**src/rtl/mau_pkg.sv**
```systemverilog
package mau_pkg;

	localparam int WORD_BITS = 30;
	localparam int EXP_BITS  = 63;
	localparam int CMD_BITS  = 4;
	localparam int CNT_W     = $clog2(WORD_BITS);

	localparam logic [WORD_BITS-1:0] MOD_RESET = WORD_BITS'(998244353);

	localparam logic [CMD_BITS-1:0] CMD_ADD  = 4'd0;
	localparam logic [CMD_BITS-1:0] CMD_SUB  = 4'd1;
	localparam logic [CMD_BITS-1:0] CMD_NEG  = 4'd2;
	localparam logic [CMD_BITS-1:0] CMD_MUL  = 4'd3;
	localparam logic [CMD_BITS-1:0] CMD_DIV  = 4'd4;
	localparam logic [CMD_BITS-1:0] CMD_POW  = 4'd5;
	localparam logic [CMD_BITS-1:0] CMD_INV  = 4'd6;
	localparam logic [CMD_BITS-1:0] CMD_LESS = 4'd7;
	localparam logic [CMD_BITS-1:0] CMD_EQ   = 4'd8;

	typedef struct packed {
		logic [CMD_BITS-1:0]  command;
		logic [WORD_BITS-1:0] operand_a;
		logic [WORD_BITS-1:0] operand_b;
		logic [EXP_BITS-1:0]  exponent;
	} req_t;

	typedef struct packed {
		logic [WORD_BITS-1:0] result_value;
		logic                 compare_flag;
	} rsp_t;

	typedef enum logic [2:0] {
		ST_IDLE,
		ST_RED,
		ST_EXEC,
		ST_PSTEP,
		ST_MUL,
		ST_DONE
	} state_t;

	typedef enum logic [1:0] {
		JOB_RMUL,
		JOB_SQR,
		JOB_FINAL
	} job_t;

endpackage

```
**src/rtl/modular_arithmetic_unit_core.sv**
```systemverilog
// Modular arithmetic unit over a prime modulus held in a 30-bit register
// (reset 998244353), written through cfg_wr_en/cfg_wr_data; the user must
// write it only while the unit is idle, and the block does not enforce this.
// Each request transaction carries a command (add, sub, neg, mul, div,
// pow, inv, less, equal), two operands and a 63-bit exponent; exactly one
// response transaction comes back. Everything is bit serial: both operands
// are first reduced modulo the modulus, one bit per cycle; a modular
// multiply is an interleaved shift-and-add over the 30 multiplier bits.
// Add, sub, neg and the compares then finish directly on the residues. Pow
// scans the exponent from its low end, one square per exponent bit plus one
// multiply per set bit, stopping after the highest set bit. Inv is pow with
// exponent modulus-2 and div is inv followed by one multiply. Division or
// inversion of zero returns 0, and a modulus of zero returns 0 for every
// command. A new request is taken as soon as the previous result has moved
// into the output register, even if that result is still stalled.
module modular_arithmetic_unit_core
	import mau_pkg::*;
(
	input  logic                 clk,
	input  logic                 arst_n,
	input  logic                 cfg_wr_en,
	input  logic [WORD_BITS-1:0] cfg_wr_data,
	input  logic                 req_valid,
	output logic                 req_stall,
	input  req_t                 req_data,
	output logic                 rsp_valid,
	input  logic                 rsp_stall,
	output rsp_t                 rsp_data
);

	localparam logic [CNT_W-1:0] CNT_LAST = CNT_W'(WORD_BITS - 1);

	state_t state_q, state_d;

	// configuration
	logic [WORD_BITS-1:0] mod_q;

	// request payload, residues and command
	logic [WORD_BITS-1:0] ain_q, bin_q;   // raw operands, shifted out msb first
	logic [WORD_BITS-1:0] a_q, b_q;       // reduced residues
	logic [CMD_BITS-1:0]  cmd_q;
	logic [EXP_BITS-1:0]  k_q;            // exponent, shifted right per square
	logic                 div_q;          // pow result feeds a final multiply

	// serial multiplier
	logic [WORD_BITS-1:0] mx_q, my_q, macc_q;
	logic [CNT_W-1:0]     mcnt_q;
	job_t                 job_q;

	// power accumulator and base
	logic [WORD_BITS-1:0] pr_q, pt_q;

	// result and output register
	logic [WORD_BITS-1:0] res_q;
	logic                 flag_q;
	logic                 rsp_valid_q;
	rsp_t                 rsp_data_q;

	logic cnt_last, out_free, mod_zero, mod_lt2, mod_one;

	assign cnt_last = (mcnt_q == CNT_LAST);
	assign out_free = !rsp_valid_q || !rsp_stall;
	assign mod_zero = (mod_q == '0);
	assign mod_one  = (mod_q == WORD_BITS'(1));
	assign mod_lt2  = mod_zero || mod_one;

	assign req_stall = (state_q != ST_IDLE);
	assign rsp_valid = rsp_valid_q;
	assign rsp_data  = rsp_data_q;

	// ---------------------------------------------------------------
	// Reduction step: r = 2r + next bit, minus m once if it overflows.
	// ---------------------------------------------------------------
	logic [WORD_BITS:0]   m_ext;
	logic [WORD_BITS:0]   ta, tb, da, db;
	logic [WORD_BITS-1:0] red_a, red_b;

	assign m_ext = {1'b0, mod_q};
	assign ta    = {a_q, ain_q[WORD_BITS-1]};
	assign tb    = {b_q, bin_q[WORD_BITS-1]};
	assign da    = ta - m_ext;
	assign db    = tb - m_ext;
	assign red_a = (ta >= m_ext) ? da[WORD_BITS-1:0] : ta[WORD_BITS-1:0];
	assign red_b = (tb >= m_ext) ? db[WORD_BITS-1:0] : tb[WORD_BITS-1:0];

	// ---------------------------------------------------------------
	// Multiply step: acc = 2*acc + bit*x, which stays below 3m, then
	// subtract 0, m or 2m.
	// ---------------------------------------------------------------
	logic [WORD_BITS+1:0] mt, mt_m1, mt_m2, m1_w, m2_w;
	logic [WORD_BITS-1:0] mul_next;

	assign m1_w  = {2'b00, mod_q};
	assign m2_w  = {1'b0, mod_q, 1'b0};
	assign mt    = {1'b0, macc_q, 1'b0}
	             + {2'b00, (my_q[WORD_BITS-1] ? mx_q : {WORD_BITS{1'b0}})};
	assign mt_m1 = mt - m1_w;
	assign mt_m2 = mt - m2_w;
	assign mul_next = (mt >= m2_w) ? mt_m2[WORD_BITS-1:0] :
	                  (mt >= m1_w) ? mt_m1[WORD_BITS-1:0] : mt[WORD_BITS-1:0];

	// ---------------------------------------------------------------
	// Add, sub and neg computed combinationally on the residues.
	// ---------------------------------------------------------------
	logic [WORD_BITS:0]   add_s, add_d, sub_w;
	logic [WORD_BITS-1:0] add_r, sub_r, neg_r;

	assign add_s = {1'b0, a_q} + {1'b0, b_q};
	assign add_d = add_s - m_ext;
	assign add_r = (add_s >= m_ext) ? add_d[WORD_BITS-1:0] : add_s[WORD_BITS-1:0];
	assign sub_w = {1'b0, a_q} + m_ext - {1'b0, b_q};
	assign sub_r = (a_q >= b_q) ? (a_q - b_q) : sub_w[WORD_BITS-1:0];
	assign neg_r = (a_q == '0) ? '0 : (mod_q - a_q);

	// ---------------------------------------------------------------
	// Sequencer
	// ---------------------------------------------------------------
	always_ff @(posedge clk or negedge arst_n) begin
		if (!arst_n) begin
			state_q <= ST_IDLE;
		end else begin
			state_q <= state_d;
		end
	end

	always_comb begin
		state_d = state_q;
		unique case (state_q)
			ST_IDLE: begin
				if (req_valid) begin
					state_d = mod_zero ? ST_DONE : ST_RED;
				end
			end
			ST_RED: begin
				if (cnt_last) begin
					state_d = ST_EXEC;
				end
			end
			ST_EXEC: begin
				unique case (cmd_q)
					CMD_MUL: state_d = ST_MUL;
					CMD_POW: state_d = ST_PSTEP;
					CMD_INV: state_d = (a_q == '0 || mod_lt2) ? ST_DONE : ST_PSTEP;
					CMD_DIV: state_d = (b_q == '0 || mod_lt2) ? ST_DONE : ST_PSTEP;
					default: state_d = ST_DONE;
				endcase
			end
			ST_PSTEP: begin
				if (k_q == '0) begin
					state_d = div_q ? ST_MUL : ST_DONE;
				end else begin
					state_d = ST_MUL;
				end
			end
			ST_MUL: begin
				if (cnt_last && job_q == JOB_SQR) begin
					state_d = ST_PSTEP;
				end else if (cnt_last && job_q == JOB_FINAL) begin
					state_d = ST_DONE;
				end
			end
			ST_DONE: begin
				if (out_free) begin
					state_d = ST_IDLE;
				end
			end
			default: state_d = ST_IDLE;
		endcase
	end

	// configuration register and output valid
	always_ff @(posedge clk or negedge arst_n) begin
		if (!arst_n) begin
			mod_q       <= MOD_RESET;
			rsp_valid_q <= 1'b0;
		end else begin
			if (cfg_wr_en) begin
				mod_q <= cfg_wr_data;
			end
			if (state_q == ST_DONE && out_free) begin
				rsp_valid_q <= 1'b1;
			end else if (!rsp_stall) begin
				rsp_valid_q <= 1'b0;
			end
		end
	end

	// datapath
	always_ff @(posedge clk) begin
		unique case (state_q)
			ST_IDLE: begin
				if (req_valid) begin
					ain_q  <= req_data.operand_a;
					bin_q  <= req_data.operand_b;
					cmd_q  <= req_data.command;
					k_q    <= req_data.exponent;
					a_q    <= '0;
					b_q    <= '0;
					mcnt_q <= '0;
					res_q  <= '0;
					flag_q <= 1'b0;
					div_q  <= 1'b0;
				end
			end
			ST_RED: begin
				a_q    <= red_a;
				b_q    <= red_b;
				ain_q  <= ain_q << 1;
				bin_q  <= bin_q << 1;
				mcnt_q <= cnt_last ? '0 : mcnt_q + CNT_W'(1);
			end
			ST_EXEC: begin
				unique case (cmd_q)
					CMD_ADD: res_q <= add_r;
					CMD_SUB: res_q <= sub_r;
					CMD_NEG: res_q <= neg_r;
					CMD_MUL: begin
						mx_q   <= a_q;
						my_q   <= b_q;
						macc_q <= '0;
						job_q  <= JOB_FINAL;
					end
					CMD_DIV: begin
						div_q <= 1'b1;
						pt_q  <= b_q;
						pr_q  <= WORD_BITS'(1);
						k_q   <= {{(EXP_BITS-WORD_BITS){1'b0}}, mod_q - WORD_BITS'(2)};
					end
					CMD_INV: begin
						pt_q <= a_q;
						pr_q <= WORD_BITS'(1);
						k_q  <= {{(EXP_BITS-WORD_BITS){1'b0}}, mod_q - WORD_BITS'(2)};
					end
					CMD_POW: begin
						pt_q <= a_q;
						pr_q <= mod_one ? '0 : WORD_BITS'(1);
					end
					CMD_LESS: flag_q <= (a_q < b_q);
					CMD_EQ:   flag_q <= (a_q == b_q);
					default: ;
				endcase
			end
			ST_PSTEP: begin
				macc_q <= '0;
				mcnt_q <= '0;
				if (k_q == '0) begin
					if (div_q) begin
						mx_q  <= a_q;
						my_q  <= pr_q;
						job_q <= JOB_FINAL;
					end else begin
						res_q <= pr_q;
					end
				end else if (k_q[0]) begin
					mx_q  <= pr_q;
					my_q  <= pt_q;
					job_q <= JOB_RMUL;
				end else begin
					mx_q  <= pt_q;
					my_q  <= pt_q;
					job_q <= JOB_SQR;
				end
			end
			ST_MUL: begin
				mcnt_q <= cnt_last ? '0 : mcnt_q + CNT_W'(1);
				if (cnt_last && job_q == JOB_RMUL) begin
					// multiply done, square of the base follows
					pr_q   <= mul_next;
					mx_q   <= pt_q;
					my_q   <= pt_q;
					macc_q <= '0;
					job_q  <= JOB_SQR;
				end else begin
					macc_q <= mul_next;
					my_q   <= my_q << 1;
					if (cnt_last) begin
						unique case (job_q)
							JOB_SQR: begin
								pt_q <= mul_next;
								k_q  <= k_q >> 1;
							end
							JOB_FINAL: res_q <= mul_next;
							default: ;
						endcase
					end
				end
			end
			ST_DONE: begin
				if (out_free) begin
					rsp_data_q.result_value <= res_q;
					rsp_data_q.compare_flag <= flag_q;
				end
			end
			default: ;
		endcase
	end

`ifndef NO_ASSERTIONS
	a_req_start: assert property (@(posedge clk) disable iff (!arst_n)
		(req_valid && !req_stall) |=> (state_q == ST_RED || state_q == ST_DONE))
		else $error("request not followed by reduction or done");

	a_red_bound: assert property (@(posedge clk) disable iff (!arst_n)
		(state_q == ST_RED) |-> (a_q < mod_q && b_q < mod_q))
		else $error("partial remainder not below modulus");

	a_pow_bound: assert property (@(posedge clk) disable iff (!arst_n)
		(state_q == ST_PSTEP) |-> (pr_q < mod_q && pt_q < mod_q))
		else $error("power registers not reduced");

	a_mul_acc: assert property (@(posedge clk) disable iff (!arst_n)
		(state_q == ST_MUL) |-> (macc_q < mod_q && mcnt_q <= CNT_LAST))
		else $error("multiplier accumulator or count out of range");

	a_done_flag: assert property (@(posedge clk) disable iff (!arst_n)
		(state_q == ST_DONE && flag_q) |-> (res_q == '0))
		else $error("compare result with nonzero value");
`endif

endmodule
```
**config.mk**
```make
export PLATFORM = sky130hd
export DESIGN_NAME = modular_arithmetic_unit_core
export DESIGN_NICKNAME = d
export VERILOG_FILES = /design/src/rtl/mau_pkg.sv /design/src/rtl/modular_arithmetic_unit_core.sv
export SDC_FILE = /design/constraint.sdc
export NUM_CORES = 2
export LEC_CHECK = 0
export BUFFER_PORTS_ARGS = -buffer_cell sky130_fd_sc_hd__buf_2
export CAP_MARGIN = 10
export CORE_MARGIN = 4
export CORE_UTILIZATION = 60
export DETAILED_ROUTE_END_ITERATION = 7
export MAX_ROUTING_LAYER = met4
export PLACE_DENSITY = 0.87
export SLEW_MARGIN = 40
export SYNTH_ARGS = -nofsm -noshare
export SYNTH_HDL_FRONTEND = slang
export SYNTH_SLANG_ARGS = --single-unit
```
**constraint.sdc**
```tcl
create_clock -name clk -period 12.24 [get_ports clk]
set_input_delay 1.224 -clock clk [delete_from_list [all_inputs] [get_ports clk]]
set_output_delay 1.224 -clock clk [all_outputs]
set_load 0.01 [all_outputs]
```
==> metrics.txt <==
# TYPE chip_impl_metric gauge
chip_impl_info{name="status",value="finished, final reports clean"} 1
chip_impl_metric{name="clock-skew-final",unit="ps"} 38.3
chip_impl_metric{name="cts-buffers-inserted",unit=""} 47
chip_impl_info{name="top_register",value="k_q"} 1
chip_impl_metric{name="cts_num_sinks",unit=""} 441
chip_impl_metric{name="critical_path_buf_inv_count",unit=""} 2
chip_impl_metric{name="postSynth.asyncResetShare",unit="%"} 7.71
chip_impl_info{name="cts-root-buf",value="sky130_fd_sc_hd__clkbuf_16"} 1
chip_impl_metric{name="critical_path_arrival",unit="ps"} 7360
chip_impl_metric{name="grt_pass1_vias",unit=""} 32300
chip_impl_metric{name="route.detailed.wl_per_inst",unit="um"} 25.7
chip_impl_metric{name="cts-htree-levels",unit=""} 2
chip_impl_info{name="most_frequent_standard_cell_in_the_layout_excluding_fill_and_tap_cells",value="sky130_fd_sc_hd__nand2_1"} 1
chip_impl_metric{name="post-route-drc-count",unit=""} 0
chip_impl_metric{name="detail_route.first_pass.iterations",unit=""} 8
chip_impl_metric{name="core_area",unit="sq um"} 60600
chip_impl_info{name="timing.critical_path.from_type",value="flip-flop"} 1
chip_impl_metric{name="detail_route.wirelength",unit="mm"} 130
chip_impl_metric{name="grt_first_pass_wirelength",unit="mm"} 193
chip_impl_metric{name="setup_total_negative_slack",unit="ps"} 0
chip_impl_metric{name="dpl-instance-area",unit="sq um"} 38800
chip_impl_info{name="leading_cell_types_in_the_layout_fill_and_taps_excluded",value="sky130_fd_sc_hd__nand2_1, sky130_fd_sc_hd__edfxtp_1, sky130_fd_sc_hd__a21oi_1"} 1
chip_impl_metric{name="wire_length_on_met2",unit="mm"} 54.9
chip_impl_metric{name="finalCriticalPeriod",unit="ps"} 7040
chip_impl_metric{name="clock_path_buffers",unit=""} 3
chip_impl_info{name="synth.largest_area_cell",value="sky130_fd_sc_hd__edfxtp_1"} 1
chip_impl_metric{name="initialDrtViolationCount",unit=""} 4022
chip_impl_info{name="yosys_most_used_dff",value="sky130_fd_sc_hd__edfxtp_1"} 1
chip_impl_metric{name="place_hpwl",unit="mm"} 100
chip_impl_metric{name="largest_register_ff_count",unit=""} 63
chip_impl_metric{name="start_util",unit="%"} 60.9
chip_impl_metric{name="std_cell_rows",unit=""} 90
chip_impl_info{name="synth.area.top_cells",value="sky130_fd_sc_hd__edfxtp_1, sky130_fd_sc_hd__ha_1, sky130_fd_sc_hd__nand2_1, sky130_fd_sc_hd__xnor2_1, sky130_fd_sc_hd__a21oi_1"} 1
chip_impl_metric{name="hold_path_depth",unit=""} 0
chip_impl_metric{name="area_growth_syn_to_layout",unit="%"} 9.28
chip_impl_metric{name="layout-drive-gt1-share",unit="%"} 10.2
chip_impl_metric{name="cap_violations",unit=""} 0
chip_impl_metric{name="buffer_ports.inserted",unit=""} 194
chip_impl_metric{name="dr_wl_met3",unit="mm"} 15.3
chip_impl_info{name="uppermost_metal_layer_occupied_by_signal_nets",value="met4"} 1
chip_impl_metric{name="synth-warning-count",unit=""} 0
chip_impl_metric{name="tightest_slew",unit="ps"} 969
chip_impl_metric{name="clkSlewWorstSetupHoldPaths",unit="ps"} 60
chip_impl_metric{name="worst_r2r_path_depth",unit=""} 24
chip_impl_metric{name="worst_ep_required",unit="ps"} 12570
chip_impl_metric{name="worst_slack",unit="ps"} 5200
chip_impl_metric{name="synth.avg_cell_area",unit="sq um"} 9.03
chip_impl_metric{name="finalNetCount",unit=""} 4724
chip_impl_metric{name="synth.cell_area",unit="sq um"} 36900
chip_impl_info{name="hp-class",value="reg2reg"} 1
chip_impl_metric{name="clk-insertion-delay-late",unit="ps"} 610
chip_impl_metric{name="design_area",unit="sq um"} 40300
chip_impl_metric{name="synth_edf_count",unit=""} 407
chip_impl_metric{name="slew_headroom",unit="%"} 34.5
chip_impl_metric{name="timing.final.hold_violations",unit=""} 0
chip_impl_metric{name="postSynthRegisterBits",unit=""} 441
chip_impl_metric{name="final_core_util",unit="%"} 66.5
chip_impl_metric{name="finalSetupViolCount",unit=""} 0
chip_impl_metric{name="dr_total_vias",unit=""} 34100
chip_impl_info{name="rsz0062_at_grt",value="no"} 1
chip_impl_metric{name="slew_viol_final",unit=""} 0
chip_impl_metric{name="gr-usage-all-layers",unit="%"} 39.1
chip_impl_metric{name="route.layer.met1.wl",unit="mm"} 50.5
chip_impl_metric{name="timing.final.crit_share",unit="%"} 57.5
chip_impl_metric{name="synth.top_cell.area_share",unit="%"} 33.1
chip_impl_metric{name="die-area",unit="sq um"} 65500
chip_impl_info{name="worst_path_max_delay_cell",value="sky130_fd_sc_hd__edfxtp_1"} 1
chip_impl_metric{name="netlist-cell-type-count",unit=""} 116
chip_impl_metric{name="ctsHoldBuffers",unit=""} 0
chip_impl_metric{name="io-pin-count",unit=""} 195
chip_impl_metric{name="grt_start_max_net_pins",unit=""} 70
chip_impl_metric{name="critical_path.max_fanout",unit=""} 23
chip_impl_metric{name="postRouteAntennaNets",unit=""} 0
chip_impl_metric{name="cts_setup_buffers",unit=""} 0
chip_impl_metric{name="cp_slowest_stage_delay",unit="ps"} 500
chip_impl_metric{name="n_fill_cell",unit=""} 4750
chip_impl_metric{name="fmax",unit="MHz"} 142
chip_impl_metric{name="dieWidth",unit="um"} 256
chip_impl_info{name="tritoncts_clock_tree",value="built"} 1
chip_impl_info{name="cp_cell_sequence",value="buf_6 -> and2_1 -> ha_1 -> fa_1 -> a211oi_1 -> o21ai_1 -> a31oi_1 -> o21ai_2 -> and2_1 -> a41oi_1 -> o21bai_1 -> xor2_1 -> ha_1 -> and3_1 -> a31oi_1 -> o21ai_0 -> a2111oi_2 -> nor3_4 -> a21oi_4 -> buf_16 -> mux2_4 -> a21oi_2 -> nor2_1 -> or3_1"} 1
chip_impl_metric{name="grt_antenna_before_repair",unit=""} 3
chip_impl_metric{name="syn-instance-count",unit=""} 4083
chip_impl_metric{name="cts_resized",unit=""} 0
chip_impl_metric{name="die_h",unit="um"} 256
chip_impl_metric{name="synth-seq-area-share",unit="%"} 35.5
chip_impl_info{name="timing_worst_setup_path_type",value="reg2reg"} 1
chip_impl_info{name="cp-end-kind",value="flip-flop"} 1
chip_impl_metric{name="dpl_worst_slack",unit="ps"} 5100
chip_impl_metric{name="syn_nets",unit=""} 4583
chip_impl_metric{name="place.gp.congestion",unit=""} 1.08
chip_impl_metric{name="gr_overflow_total",unit=""} 0
chip_impl_info{name="critical_path.top_delay_family",value="compound AO/OA/AOI/OAI gates"} 1
chip_impl_metric{name="cp.depth",unit=""} 24
chip_impl_metric{name="post_drt_via_cell_ratio",unit=""} 6.75
[synthesized netlist by cell type (11+ instances only)]
library cell,number
sky130_fd_sc_hd__ha_1,300
sky130_fd_sc_hd__and2_1,47
sky130_fd_sc_hd__nand2_1,497
sky130_fd_sc_hd__or3_1,23
sky130_fd_sc_hd__dfrtp_1,27
sky130_fd_sc_hd__nor2b_1,41
sky130_fd_sc_hd__a211oi_1,42
sky130_fd_sc_hd__xnor2_1,190
sky130_fd_sc_hd__nand4_1,49
sky130_fd_sc_hd__o21ai_1,20
sky130_fd_sc_hd__a31oi_1,23
sky130_fd_sc_hd__a211o_1,21
sky130_fd_sc_hd__xor2_1,87
sky130_fd_sc_hd__edfxtp_1,407
sky130_fd_sc_hd__nor2_1,319
sky130_fd_sc_hd__nand3_1,86
sky130_fd_sc_hd__fa_1,38
sky130_fd_sc_hd__nand2b_1,48
sky130_fd_sc_hd__a21boi_0,11
sky130_fd_sc_hd__o21ai_0,241
sky130_fd_sc_hd__inv_1,248
sky130_fd_sc_hd__buf_2,19
sky130_fd_sc_hd__clkbuf_1,131
sky130_fd_sc_hd__mux2i_1,95
sky130_fd_sc_hd__a221o_1,17
sky130_fd_sc_hd__o21bai_1,37
sky130_fd_sc_hd__a22o_1,36
sky130_fd_sc_hd__nor3_1,56
sky130_fd_sc_hd__a32oi_1,55
sky130_fd_sc_hd__a221oi_1,12
sky130_fd_sc_hd__a21o_1,113
sky130_fd_sc_hd__o22ai_1,20
sky130_fd_sc_hd__a22oi_1,38
sky130_fd_sc_hd__and3_1,32
sky130_fd_sc_hd__a21oi_1,319
sky130_fd_sc_hd__nor4_1,46
sky130_fd_sc_hd__o21a_1,31
sky130_fd_sc_hd__o211ai_1,38
sky130_fd_sc_hd__o31ai_1,16
[per-stage QoR]
stage | hold slack (ps) | cells
2_1_floorplan | 400 | 4083
3_3_place_gp | 402 | 4952
3_5_place_dp | 406 | 4954
4_1_cts | 422 | 5040
5_1_grt | 437 | 5046
6_report | 420 | 5047
[worst paths after layout]
| check | slack (ps) | endpoint | start |
|---|---|---|---|
| max | 5200 | res_q[13] | my_q[29] |
| min | 420 | rsp_data[24] | res_q[23] |
| max reg2reg | 5200 | res_q[13] | my_q[29] |
| min reg2reg | 420 | rsp_data[24] | res_q[23] |
| max in group asynchronous | 11220 | mod_q[24] | arst_n |
| min in group asynchronous | 610 | state_q[1] | arst_n |
[area by class of cell]
cell class | count | area [sq um] | share of cell area (%)
multi-input combinational | 3229 | 22300 | 55.4
antenna | 4 | 10.0 | 0.0248
timing repair buffer | 254 | 1490 | 3.69
sequential | 441 | 13100 | 32.5
clock inverter | 24 | 205 | 0.509
inverter | 251 | 942 | 2.34
clock buffer | 62 | 1270 | 3.16
tap | 782 | 978 | 2.43
[kinds of logic (layout without fill, tap and decap cells)]
| group | count (synthesis) | after routing | share of synthesized area (%) |
|---|---|---|---|
| AOI/OAI and AO/OA | 1206 | 1206 | 21.9 |
| xor gates and xnor gates | 277 | 277 | 6.58 |
| adders and majority gates | 338 | 338 | 12.2 |
| buffers and inverters | 413 | 591 | 4.42 |
| DFF | 441 | 441 | 35.5 |
| muxes | 107 | 107 | 2.96 |
| other | 0 | 4 | 0 |
| and+or+nand+nor | 1301 | 1301 | 16.4 |
[routing by layer]
metal / global-route usage (%) / up-vias
met5: - / -
met4: 20.8 / 0
met3: 8.01 / 410
met2: 57.7 / 2272
met1: 50.9 / 16100
li1: - / 15300
Power is not shown: default switching activity piles up to over one toggle a cycle in this logic, so the estimate is an artifact.
